**config.mk**
```make
export PLATFORM = sky130hd
export DESIGN_NAME = mpd_ctrl
export DESIGN_NICKNAME = d
export VERILOG_FILES = /design/src/min_pair_distance_fluid_points_defines.svh /design/src/mpd_pkg.sv /design/src/mpd_ctrl.sv
export SDC_FILE = /design/constraint.sdc
export NUM_CORES = 1
export LEC_CHECK = 0
export BUFFER_PORTS_ARGS = -buffer_cell sky130_fd_sc_hd__buf_2
export CAP_MARGIN = 20
export CORE_AREA = 5 5 42 44
export DETAILED_ROUTE_END_ITERATION = 10
export DIE_AREA = 0 0 47 49
export HOLD_SLACK_MARGIN = 0.02
export REMOVE_ABC_BUFFERS = 1
export SLEW_MARGIN = 20
export SYNTH_ARGS = -nofsm -noshare
export SYNTH_HDL_FRONTEND = slang
export SYNTH_SLANG_ARGS = --single-unit
export TNS_END_PERCENT = 10
```
**constraint.sdc**
```tcl
create_clock -name clk_i -period 1.25 [get_ports clk_i]
set_input_delay 0.125 -clock clk_i [delete_from_list [all_inputs] [get_ports clk_i]]
set_output_delay 0.125 -clock clk_i [all_outputs]
set_load 0.1 [all_outputs]
```
**src/min_pair_distance_fluid_points_defines.svh**
```systemverilog
// Assertion macros used by mpd_dp.
`ifndef MIN_PAIR_DISTANCE_FLUID_POINTS_DEFINES_SVH
`define MIN_PAIR_DISTANCE_FLUID_POINTS_DEFINES_SVH

// Same-cycle implication.
`define MPD_ASSERT_SAME(lbl, clk, rst_n, ante, cons, msg) \
  lbl: assert property (@(posedge clk) disable iff (!rst_n) (ante) |-> (cons)) else $error(msg);

// Next-cycle implication.
`define MPD_ASSERT_NEXT(lbl, clk, rst_n, ante, cons, msg) \
  lbl: assert property (@(posedge clk) disable iff (!rst_n) (ante) |=> (cons)) else $error(msg);

`endif

```
**src/mpd_pkg.sv**
```systemverilog
package mpd_pkg;

  localparam int unsigned SQ_BITS   = 50;
  localparam int unsigned DIST_BITS = 25;

  typedef struct packed {
    logic latch;
    logic scan_rd;
    logic store;
    logic sqrt_start;
    logic emit;
  } mpd_cmd_t;

  typedef struct packed {
    logic fluid;
    logic last;
    logic cnt_zero;
    logic cnt_full;
    logic scan_end;
    logic pipe_busy;
    logic sqrt_done;
    logic out_free;
  } mpd_sts_t;

endpackage

```
**src/mpd_ctrl.sv**
```systemverilog
module mpd_ctrl
  import mpd_pkg::*;
(
  input  logic     clk_i,
  input  logic     rst_ni,
  input  logic     in_valid_i,
  output logic     in_ready_o,
  input  mpd_sts_t sts_i,
  output mpd_cmd_t cmd_o
);

  typedef enum logic [2:0] {
    S_IDLE,
    S_DISPATCH,
    S_SCAN,
    S_DRAIN,
    S_WRAP,
    S_ROOT,
    S_EMIT
  } state_e;

  state_e state_q, state_d;

  always_comb begin
    state_d = state_q;
    cmd_o   = '0;
    unique case (state_q)
      S_IDLE: begin
        if (in_valid_i) begin
          cmd_o.latch = 1'b1;
          state_d     = S_DISPATCH;
        end
      end
      S_DISPATCH: begin
        state_d = (sts_i.fluid && !sts_i.cnt_zero) ? S_SCAN : S_WRAP;
      end
      S_SCAN: begin
        cmd_o.scan_rd = 1'b1;
        if (sts_i.scan_end) begin
          state_d = S_DRAIN;
        end
      end
      S_DRAIN: begin
        if (!sts_i.pipe_busy) begin
          state_d = S_WRAP;
        end
      end
      S_WRAP: begin
        cmd_o.store = sts_i.fluid && !sts_i.cnt_full;
        if (sts_i.last) begin
          cmd_o.sqrt_start = 1'b1;
          state_d          = S_ROOT;
        end else begin
          state_d = S_IDLE;
        end
      end
      S_ROOT: begin
        if (sts_i.sqrt_done) begin
          state_d = S_EMIT;
        end
      end
      S_EMIT: begin
        if (sts_i.out_free) begin
          cmd_o.emit = 1'b1;
          state_d    = S_IDLE;
        end
      end
      default: state_d = S_IDLE;
    endcase
  end

  always_ff @(posedge clk_i or negedge rst_ni) begin
    if (!rst_ni) begin
      state_q <= S_IDLE;
    end else begin
      state_q <= state_d;
    end
  end

  assign in_ready_o = (state_q == S_IDLE);

endmodule

```
After elaboration in Yosys (flattened, before gate mapping)
Index checks and enable logic that the tools add are counted.
{"block": "totals", "regBits": 3, "wordCells": 33, "output_inout_bits": 6, "in_bits": 11}
{"block": "classes", "n_reduce_logical": 6, "n_mux": 15, "eq_ne": 11}
{"cell": "$mux 3", "n": 7}
{"cell": "$pmux 3 s7", "n": 1}
{"cell": "$ne 2x2->1 const B", "n": 5}
{"cell": "$eq 3x3->1 const B", "n": 3}
{"cell": "$eq 3x2->1 const B", "n": 2}
{"cell": "$mux 1", "n": 6}
{"cell": "$reduce_and 5->1", "n": 1}
{"cell": "$eq 3x1->1 const B", "n": 1}
{"cell": "$logic_not 3->1", "n": 1}
{"cell": "$logic_and 1x1->1", "n": 2}
{"cell": "$logic_not 1->1", "n": 2}
{"cell": "$mux 2", "n": 1}

Depth between registers and ports, before layout
Gate-level depths: netlist of the first run.
{"block": "logic_depth", "word_depth": 4, "depth_mapped": 4, "depth_no_buf": 3}

Worst setup path after synthesis of the first run
No wires, ideal clock.
{"block": "synth_path", "path_type": "reg-to-output", "from": "register state_q[1]", "to": "output port cmd_o[4] (netlist bit)", "n_path_buf": 1, "required_ps": 1125, "arrival_time_ps": 3619, "stages_incl_launch_ff": 4, "setup_slack_ps": -2494, "path_cell_list": "dfrtp_1 -> clkbuf_1 -> nor3_1 -> and2_1"}
{"element": "from (decl)", "line": "mpd_ctrl.sv:22", "source": "state_e state_q, state_d;"}
{"element": "from (signal assigned)", "line": "mpd_ctrl.sv:76", "source": "state_q <= state_d;"}
{"element": "to (decl)", "line": "mpd_ctrl.sv:9", "source": "output mpd_cmd_t cmd_o"}

Worst setup path after layout of the first run
{"block": "layout_path", "from": "register state_q[2]", "to": "register state_q[0]"}
{"block": "layout_between", "elab_chain_cells": 3, "word_cells_on_any_way": 14}
{"element": "$eq 3x2->1 (tied with other cells)", "line": "mpd_ctrl.sv:27", "source": "unique case (state_q)"}
{"element": "$ne 2x2->1 (no source line)"}
{"element": "$reduce_and 5->1 (no source line)"}
Parallel ways exist; a longest one is shown, timed or not.
A chain may end at the register's enable or synchronous reset.

==> results of run 1 <==
## cells by family after synthesis
family,count (synthesis),share of synthesized area [%]
compound gates,6,13.34
buf+inv,3,5.237
flops,3,28.57
mux,3,18.57
simple gates,14,34.29
## worst register-to-register path, stage by stage (launching register included)
cell	delay, ns
dfrtp_2	0.43
buf_6	0.13
mux2_4	0.28
mux4_2	0.44
## cell usage after synthesis, drive strengths merged
cell type | number | area (µm²)
mux4 | 1 | 22.52
clkbuf | 1 | 3.750
and4b | 2 | 20.02
and2 | 1 | 6.260
a22o | 1 | 8.760
o21ai | 2 | 10.01
nor2b | 1 | 6.260
dfrtp | 3 | 75.07
nor2 | 3 | 11.26
nand2b | 2 | 12.51
o22ai | 1 | 6.260
nor3b | 1 | 7.510
and3 | 1 | 6.260
buf | 2 | 10.01
nor3 | 1 | 5.000
mux2 | 2 | 26.27
and2b | 2 | 15.01
a21oi | 2 | 10.01
## through the flow
stage | hold slack [ns] | cells | power (mW) | utilization (%) | instance area [µm²]
after detailed placement | -0.07638 | 63 | 1.296 | 34.02 | 476.7
after global routing | 0.2037 | 72 | 1.791 | 42.41 | 594.3
after CTS | 0.1867 | 72 | 1.690 | 41.96 | 588.1
final | 0.1859 | 72 | 1.693 | 42.41 | 594.3
after floorplan | -0.1706 | 26 | 0.7735 | - | 249.0
after global placement | -0.07369 | 63 | 1.275 | 34.02 | 476.7
## where the power goes
| group | switching, mW | leakage (nW) | total, mW | internal (mW) |
|---|---|---|---|---|
| sequential | 0.0892 | 0.0339 | 0.240 | 0.151 |
| combinational | 0.673 | 0.227 | 1.28 | 0.609 |
| clock | 0.0507 | 0.0150 | 0.170 | 0.120 |
## worst paths after layout
kind                       cells past startpoint                endpoint                    from
hold reg to reg                                1  state_q[0]$_DFFE_PN0P_  state_q[0]$_DFFE_PN0P_
setup reg to reg                               3  state_q[0]$_DFFE_PN0P_  state_q[2]$_DFFE_PN0P_
max in group asynchronous                      2  state_q[1]$_DFFE_PN0P_                  rst_ni
setup / recovery                               3  state_q[0]$_DFFE_PN0P_  state_q[2]$_DFFE_PN0P_
hold / removal                                 3  state_q[1]$_DFFE_PN0P_                sts_i[1]
min in group asynchronous                      2  state_q[0]$_DFFE_PN0P_                  rst_ni
## repair_timing
item	4_1_cts	5_1_grt
hold buffers	1	0
gates cloned	0	0
resized for setup	12	2
setup buffers	4	0
pin swaps	2	3
hold endpoints to repair	3	0
setup endpoints to repair	9	8
## routing by layer
layer | vias up | track usage [%] | wire [µm]
met4 | 0 | 2.765 | 0
met5 | - | 0 | 0
met1 | 145 | 9.756 | 306
li1 | 160 | - | -
met3 | 0 | 5.535 | 70
met2 | 12 | 14.03 | 471
## layout make-up
type	count	area (µm²)	share of cell area, %
Timing Repair Buffer	26	259.0	43.58
Multi-Input combinational cell	23	210.2	35.37
Sequential cell	3	78.83	13.26
Clock buffer	4	26.28	4.421
Tap cell	16	20.02	3.368
==> results.py, run 1 <==
metrics = {
    "synth": {
        "synth_cell_types": 19,
        "ys_ff_latch": 3,
        "synth.avg_cell_area_um2": 9.060,
        "ys_seq_area_share_pct": 28.57,
        "synthCells": 29,
        "netlist_area_um2": 262.8,
        "yosys_warnings": 0,
    },
    "global_routing": {
        "overflow": 0,
        "grt_max_degree": 7,
        "grt_pass1_vias": 354,
        "track_usage_pct": 8.969,
        "antenna_found_initial": 0,
        "grt_pass1_wl_um": 1462,
    },
    "critical_path": {
        "cp_data_arrival_time_ns": 1.52,
        "crit_path_start_kind": "register",
        "critPathBufInv": 1,
        "worstPathMaxFanout": 5,
        "cp-end-kind": "register",
        "critPathKind": "register to register",
        "worst-endpoint-required_ns": 1.35,
        "cp_slowest_cell": "mux4_2",
        "worst_path_dominant_cell_family": "multiplexers",
        "rrSetupSlack_ns": -0.16,
        "critical_path.cell_chain": "buf_6 > mux2_4 > mux4_2",
        "cpPeakStageDelay_ns": 0.44,
    },
    "clocking": {
        "clock_latency_ns": 0.23,
        "numCtsBuffers": 3,
        "clk_path_buf_depth": 2,
        "clock_sinks": 3,
        "cts_tree": "yes",
        "clk_pin_slew_ns": 0.04,
        "cts_root_buf": "clkbuf_4",
        "htreeDepth": 1,
    },
    "sta": {
        "drv_slew": 0,
        "rsz0062_at_grt": "yes",
        "tightest_slew_ns": 0.1627,
        "fin_setup_tns_ns": -0.8178,
        "layout_min_cycle_time_ns": 1.413,
        "fmax_mhz": 707.5,
        "slew_headroom_pct": 89.10,
        "fin_skew_ns": 0.003056,
        "hold_violations": 0,
        "worst_slack_ns": -0.1634,
        "period_share_pct": 113.1,
        "finalSetupViolations": 7,
    },
    "hold_path": {
        "holdCritPathClass": "input pin to register",
    },
    "run": {
        "max_cap_violations": 0,
    },
    "cells_and_area": {
        "largest_reg_flops": 3,
        "largest_registers": "state_q (3)",
        "top_register": "state_q",
        "drive_gt1_share_pct": 71.43,
        "final_common_cell": "buf_2",
        "mostFrequentLayoutCells": "buf_2, buf_12, buf_4",
        "nNetsFinal": 68,
        "area_delta_synth_final_pct": 126.2,
        "antenna_cells": 0,
        "fill_cells": 143,
    },
    "die": {
        "rows": 14,
        "fp.dieH_um": 49,
        "io_pins": 17,
        "die_area_mm2": 0.002303,
        "initial_core_util_pct": 18.75,
        "coreArea_mm2": 0.001401,
        "die_w_um": 47,
    },
    "placed_design": {
        "dp.final_hpwl_um": 672.1,
        "port_buffers": 16,
        "gp_congestion": 0.7507,
        "place_ws_ns": -0.09626,
    },
    "power": {
        "powerDensity_mw_per_mm2": 2848,
        "ir_drop_mv": 1.399,
        "total_leakage_power_nw": 0.2755,
    },
    "detailed_routing": {
        "drc": 0,
        "ant_nets": 0,
        "vias_per_cell": 4.403,
        "avgRoutedWirePerCell_um": 11.78,
        "drt-initial-drc-count": 5,
        "dr_total_vias": 317,
        "wl_um": 848,
        "dr.pass1.iters": 2,
    },
    "run_status": {
        "violations": "setup timing",
        "status": "complete, but fails checks",
    },
}
No activity file was read; power rests on OpenSTA's default activity.
==> run 2: changes to the inputs <==
clock period = 1.65 ns   (was 1.25 ns; I/O delays follow)
==> run 2 against run 1 <==
Hold slack better by 0.047 ns. Sequential share of layout area up 2.3 points. First-iteration DRC count down 80%. Critical path type is now register to primary output. Combinational power down 44%. Critical path depth unchanged. Register-to-register slack better by 0.37 ns. Clock-buffer cell count unchanged. The flow now finishes without violations. Design area down 19%. Final cell count down 11%. Highest routed layer unchanged.
==> results.py, run 2 (synthesis results as in run 1) <==
metrics = {
    "detailed_routing": {
        "dr.pass1.iters": 3,
        "ant_nets": 0,
        "dr_total_vias": 269,
        "wl_um": 683,
        "avgRoutedWirePerCell_um": 10.67,
        "drt-initial-drc-count": 1,
        "drc": 0,
        "vias_per_cell": 4.203,
    },
    "cells_and_area": {
        "fill_cells": 152,
        "largest_reg_flops": 3,
        "final_cell_area_um2": 483.0,
        "largest_registers": "state_q (3)",
        "drive_gt1_share_pct": 47.92,
        "nNetsFinal": 60,
        "fin_cells": 64,
        "area_delta_synth_final_pct": 83.81,
        "top_register": "state_q",
        "antenna_cells": 0,
        "multi_input_area_um2": 173.9,
        "mostFrequentLayoutCells": "buf_2, buf_12, nor2_1, clkbuf_4, dfrtp_1",
        "final_common_cell": "buf_2",
        "seq_area_um2": 75.07,
    },
    "global_routing": {
        "grt_pass1_wl_um": 1207,
        "track_usage_pct": 7.128,
        "grt_max_degree": 14,
        "antenna_found_initial": 0,
        "overflow": 0,
        "grt_pass1_vias": 280,
    },
    "sta": {
        "slew_headroom_pct": 76.60,
        "period_share_pct": 91.77,
        "rsz0062_at_grt": "no",
        "tightest_slew_ns": 0.3510,
        "fin_skew_ns": 0.005321,
        "hold_violations": 0,
        "fmax_mhz": 660.4,
        "hold_slack_ns": 0.2326,
        "drv_slew": 0,
        "layout_min_cycle_time_ns": 1.514,
        "finalSetupViolations": 0,
    },
    "run_status": {
        "status": "finished, final reports clean",
    },
    "die": {
        "die_w_um": 47,
        "initial_core_util_pct": 18.75,
        "coreArea_mm2": 0.001401,
        "fp.dieH_um": 49,
        "io_pins": 17,
        "rows": 14,
        "die_area_mm2": 0.002303,
    },
    "power": {
        "total_leakage_power_nw": 0.2251,
        "ir_drop_mv": 0.7019,
        "power_mw": 1.041,
        "powerDensity_mw_per_mm2": 2155,
    },
    "clocking": {
        "htreeDepth": 1,
        "cts_root_buf": "clkbuf_4",
        "clock_sinks": 3,
        "clock_latency_ns": 0.23,
        "clk_path_buf_depth": 2,
        "cts-resized-gates": 0,
        "numCtsBuffers": 3,
        "clk_pin_slew_ns": 0.04,
        "cts_tree": "yes",
    },
    "critical_path": {
        "critPathKind": "register to primary output",
        "cp_data_arrival_time_ns": 1.35,
        "worstPathMaxFanout": 9,
        "cp-end-kind": "primary output",
        "crit_path_start_kind": "register",
        "worst-endpoint-required_ns": 1.48,
    },
    "placed_design": {
        "dpl.cell_count": 59,
        "gp_congestion": 0.7085,
        "port_buffers": 16,
        "dp.final_hpwl_um": 565.4,
        "place_area_um2": 446.7,
    },
    "hold_path": {
        "holdCritPathClass": "input pin to register",
    },
    "run": {
        "max_cap_violations": 0,
    },
}
[run 2: changes by cell type in the layout (fill, tap and decap cells not counted), moves of 2 or more]
| cell | before | now |
|---|---|---|
| buf_4 | 6 | 1 |
| dfrtp_1 | 0 | 3 |
| buf_6 | 3 | 0 |
| dfrtp_2 | 3 | 0 |
| nor2_1 | 1 | 3 |
[run 2: worst max-delay path, stage by stage, from the launching register on]
cell and delay, ns:
dfrtp_1 0.47, nor3_1 0.25, and2_1 0.21, buf_12 0.18
[run 2: worst paths after layout]
path / start / to / slack (ns) / depth (start not counted)
setup / recovery: state_q[0]$_DFFE_PN0P_ / cmd_o[4] / 0.14 / 3
hold / removal: sts_i[1] / state_q[1]$_DFFE_PN0P_ / 0.23 / 3
setup reg to reg: state_q[2]$_DFFE_PN0P_ / state_q[0]$_DFFE_PN0P_ / 0.21 / 2
hold reg to reg: state_q[0]$_DFFE_PN0P_ / state_q[1]$_DFFE_PN0P_ / 0.70 / 2
max in group asynchronous: rst_ni / state_q[2]$_DFFE_PN0P_ / 1.28 / 2
min in group asynchronous: rst_ni / state_q[0]$_DFFE_PN0P_ / 0.26 / 2
[run 2: per-layer routing]
metal,up-vias,GRT usage (%),part of all wire [%]
met3,0,3.690,8.2
met2,10,9.276,46
li1,142,-,-
met4,0,2.765,0
met5,-,0,0
met1,117,9.735,45
[run 2: timing repair]
item,CTS,global route
hold buffers,1,0
hold endpoints to repair,3,0
setup buffers,0,0
[run 2: per-stage QoR]
stage                     TNS (ns)  setup slack, ns  utilization, %
after floorplan             -3.566           -2.058               -
after global placement           0           0.2448           31.87
after detailed placement         0           0.2091           31.87
after CTS                        0           0.1224           34.46
after global routing             0          0.04335           34.46
final                            0           0.1359           34.46
[run 2: final cells by class]
| cell class | instances | area share, % |
|---|---|---|
| clock buffers | 4 | 5.440 |
| well taps | 16 | 4.145 |
| flip-flops and latches | 3 | 15.54 |
| multi-input cells | 23 | 36.01 |
| repair buffers | 18 | 38.86 |
[run 2: where the power goes]
part           internal (mW)  leakage, nW  switching (mW)
Combinational          0.305        0.173           0.411
Sequential             0.107       0.0376          0.0885
Clock                 0.0906       0.0150          0.0380
Total                  0.503        0.225           0.538
==> run 3: changes to the inputs <==
BUFFER_PORTS_ARGS = -buffer_cell sky130_fd_sc_hd__buf_4   (was -buffer_cell sky130_fd_sc_hd__buf_2)
==> run 3 against run 2 <==
Via count shrank 1.1%. Die area unchanged. Sequential power about the same. Sequential share of layout area is 1.8 points higher. Highest routed layer unchanged. Critical endpoint unchanged. Critical path depth is the same. Non-clock buffer count down 1. Largest power group unchanged. Hold slack improved by 0.0041 ns.
==> results.py, run 3 (synthesis results as in run 1) <==
metrics = {
    "run_status": {
        "status": "finished, final reports clean",
    },
    "die": {
        "io_pins": 17,
        "coreArea_mm2": 0.001401,
        "die_area_mm2": 0.002303,
        "fp.dieH_um": 49,
        "rows": 14,
        "initial_core_util_pct": 18.75,
        "die_w_um": 47,
    },
    "critical_path": {
        "worst_path_dominant_cell_family": "flip-flops",
        "cpPeakStageDelay_ns": 0.46,
        "critPathBufInv": 1,
        "cp-end-kind": "primary output",
        "cp_slowest_cell": "dfrtp_1",
        "critPathKind": "register to primary output",
        "worstPathMaxFanout": 9,
        "cp_data_arrival_time_ns": 1.34,
        "worst-endpoint-required_ns": 1.48,
        "critical_path.cell_chain": "nor3_1 > and2_1 > buf_6",
        "rrSetupSlack_ns": 0.22,
        "crit_path_start_kind": "register",
    },
    "sta": {
        "tightest_slew_ns": 0.3422,
        "rsz0062_at_grt": "no",
        "drv_slew": 0,
        "fmax_mhz": 664.3,
        "finalSetupViolations": 0,
        "hold_violations": 0,
        "fin_skew_ns": 0.001564,
        "period_share_pct": 91.24,
        "slew_headroom_pct": 77.19,
        "layout_min_cycle_time_ns": 1.505,
        "fin_setup_tns_ns": 0,
    },
    "clocking": {
        "postCtsSetupBuffers": 0,
        "numCtsBuffers": 3,
        "htreeDepth": 1,
        "cts_tree": "yes",
        "clk_pin_slew_ns": 0.04,
        "cts_root_buf": "clkbuf_4",
        "clock_latency_ns": 0.23,
        "clock_sinks": 3,
        "clk_path_buf_depth": 2,
    },
    "cells_and_area": {
        "area_delta_synth_final_pct": 64.76,
        "nNetsFinal": 59,
        "top_register": "state_q",
        "final_cell_area_um2": 432.9,
        "largest_registers": "state_q (3)",
        "fin_cells": 63,
        "mostFrequentLayoutCells": "buf_4, nor2_1, clkbuf_4, dfrtp_1",
        "antenna_cells": 0,
        "final_common_cell": "buf_4",
        "largest_reg_flops": 3,
        "drive_gt1_share_pct": 46.81,
    },
    "detailed_routing": {
        "ant_nets": 0,
        "wl_um": 643,
        "drt-initial-drc-count": 0,
        "dr_total_vias": 266,
        "avgRoutedWirePerCell_um": 10.21,
        "vias_per_cell": 4.222,
        "drc": 0,
        "dr.pass1.iters": 1,
    },
    "power": {
        "total_leakage_power_nw": 0.2116,
        "powerDensity_mw_per_mm2": 2095,
        "clockPowerShare_pct": 14.0,
        "power_mw": 0.9071,
        "switchingPower_mw": 0.5104,
        "p_int_mw": 0.3967,
        "p_sw_share_pct": 56.27,
        "p_comb_share_pct": 64.7,
        "power_frac_seq_pct": 21.4,
        "ir_drop_mv": 0.7447,
    },
    "hold_path": {
        "holdCritPathClass": "input pin to register",
    },
    "global_routing": {
        "grt_max_degree": 14,
        "track_usage_pct": 7.123,
        "antenna_found_initial": 0,
        "overflow": 0,
        "grt_pass1_vias": 296,
        "grt_pass1_wl_um": 1200,
    },
    "placed_design": {
        "port_buffers": 16,
        "gp_congestion": 0.6751,
        "place_area_um2": 389.1,
        "dp.final_hpwl_um": 530.6,
        "dpl.cell_count": 58,
    },
    "run": {
        "max_cap_violations": 0,
    },
}
run 3: cell count changes in the layout (fill, tap and decap cells not counted), sizes merged:
cell  change
buf       -1
run 3: power by group through the flow:
stage | Sequential [mW] | Clock [mW] | Combinational [mW]
2_1_floorplan | 0.172 | 0 | 0.453
3_3_place_gp | 0.195 | 0 | 0.575
3_5_place_dp | 0.198 | 0 | 0.577
4_1_cts | 0.197 | 0.135 | 0.580
5_1_grt | 0.214 | 0.144 | 0.625
6_report | 0.194 | 0.127 | 0.587
run 3: worst min-delay path: stages:
cell and delay (ns):
buf_4 0.08, a21oi_1 0.06, o21ai_1 0.12
run 3: what timing repair did:
item / CTS / global route
resized for setup: 0 / 2
setup endpoints to repair: 0 / 2
hold endpoints to repair: 3 / 0
hold buffers: 1 / 0
run 3: final cells by class:
| class | instances | area (µm²) |
|---|---|---|
| Clock buffer | 4 | 26.28 |
| Tap cell | 16 | 20.02 |
| Fill cell | 161 | 968.4 |
| Multi-Input combinational cell | 23 | 173.9 |
| Sequential cell | 3 | 75.07 |
| Timing Repair Buffer | 17 | 137.6 |
run 3: worst paths after layout:
check / endpoint / cells past startpoint / startpoint
max in group asynchronous: state_q[1]$_DFFE_PN0P_ / 2 / rst_ni
worst max-delay path: cmd_o[4] / 3 / state_q[0]$_DFFE_PN0P_
worst min register to register: state_q[1]$_DFFE_PN0P_ / 2 / state_q[0]$_DFFE_PN0P_
worst max register to register: state_q[0]$_DFFE_PN0P_ / 2 / state_q[2]$_DFFE_PN0P_
min in group asynchronous: state_q[0]$_DFFE_PN0P_ / 2 / rst_ni
worst min-delay path: state_q[1]$_DFFE_PN0P_ / 3 / sts_i[1]
run 3: metrics by stage:
stage	hold slack, ns	setup slack (ns)	utilization, %
2_1_floorplan	-0.1306	-2.058	-
3_3_place_gp	-0.04283	0.2357	27.77
3_5_place_dp	-0.04399	0.2084	27.77
4_1_cts	0.2299	0.07253	30.36
5_1_grt	0.2511	0.006357	30.89
6_report	0.2367	0.1446	30.89
run 3: per-layer routing:
metal  track usage, %  share of wire (%)
met1            8.168                 43
met5                0                  0
met4            4.147                  0
met2            10.86                 50
met3            2.583                7.3
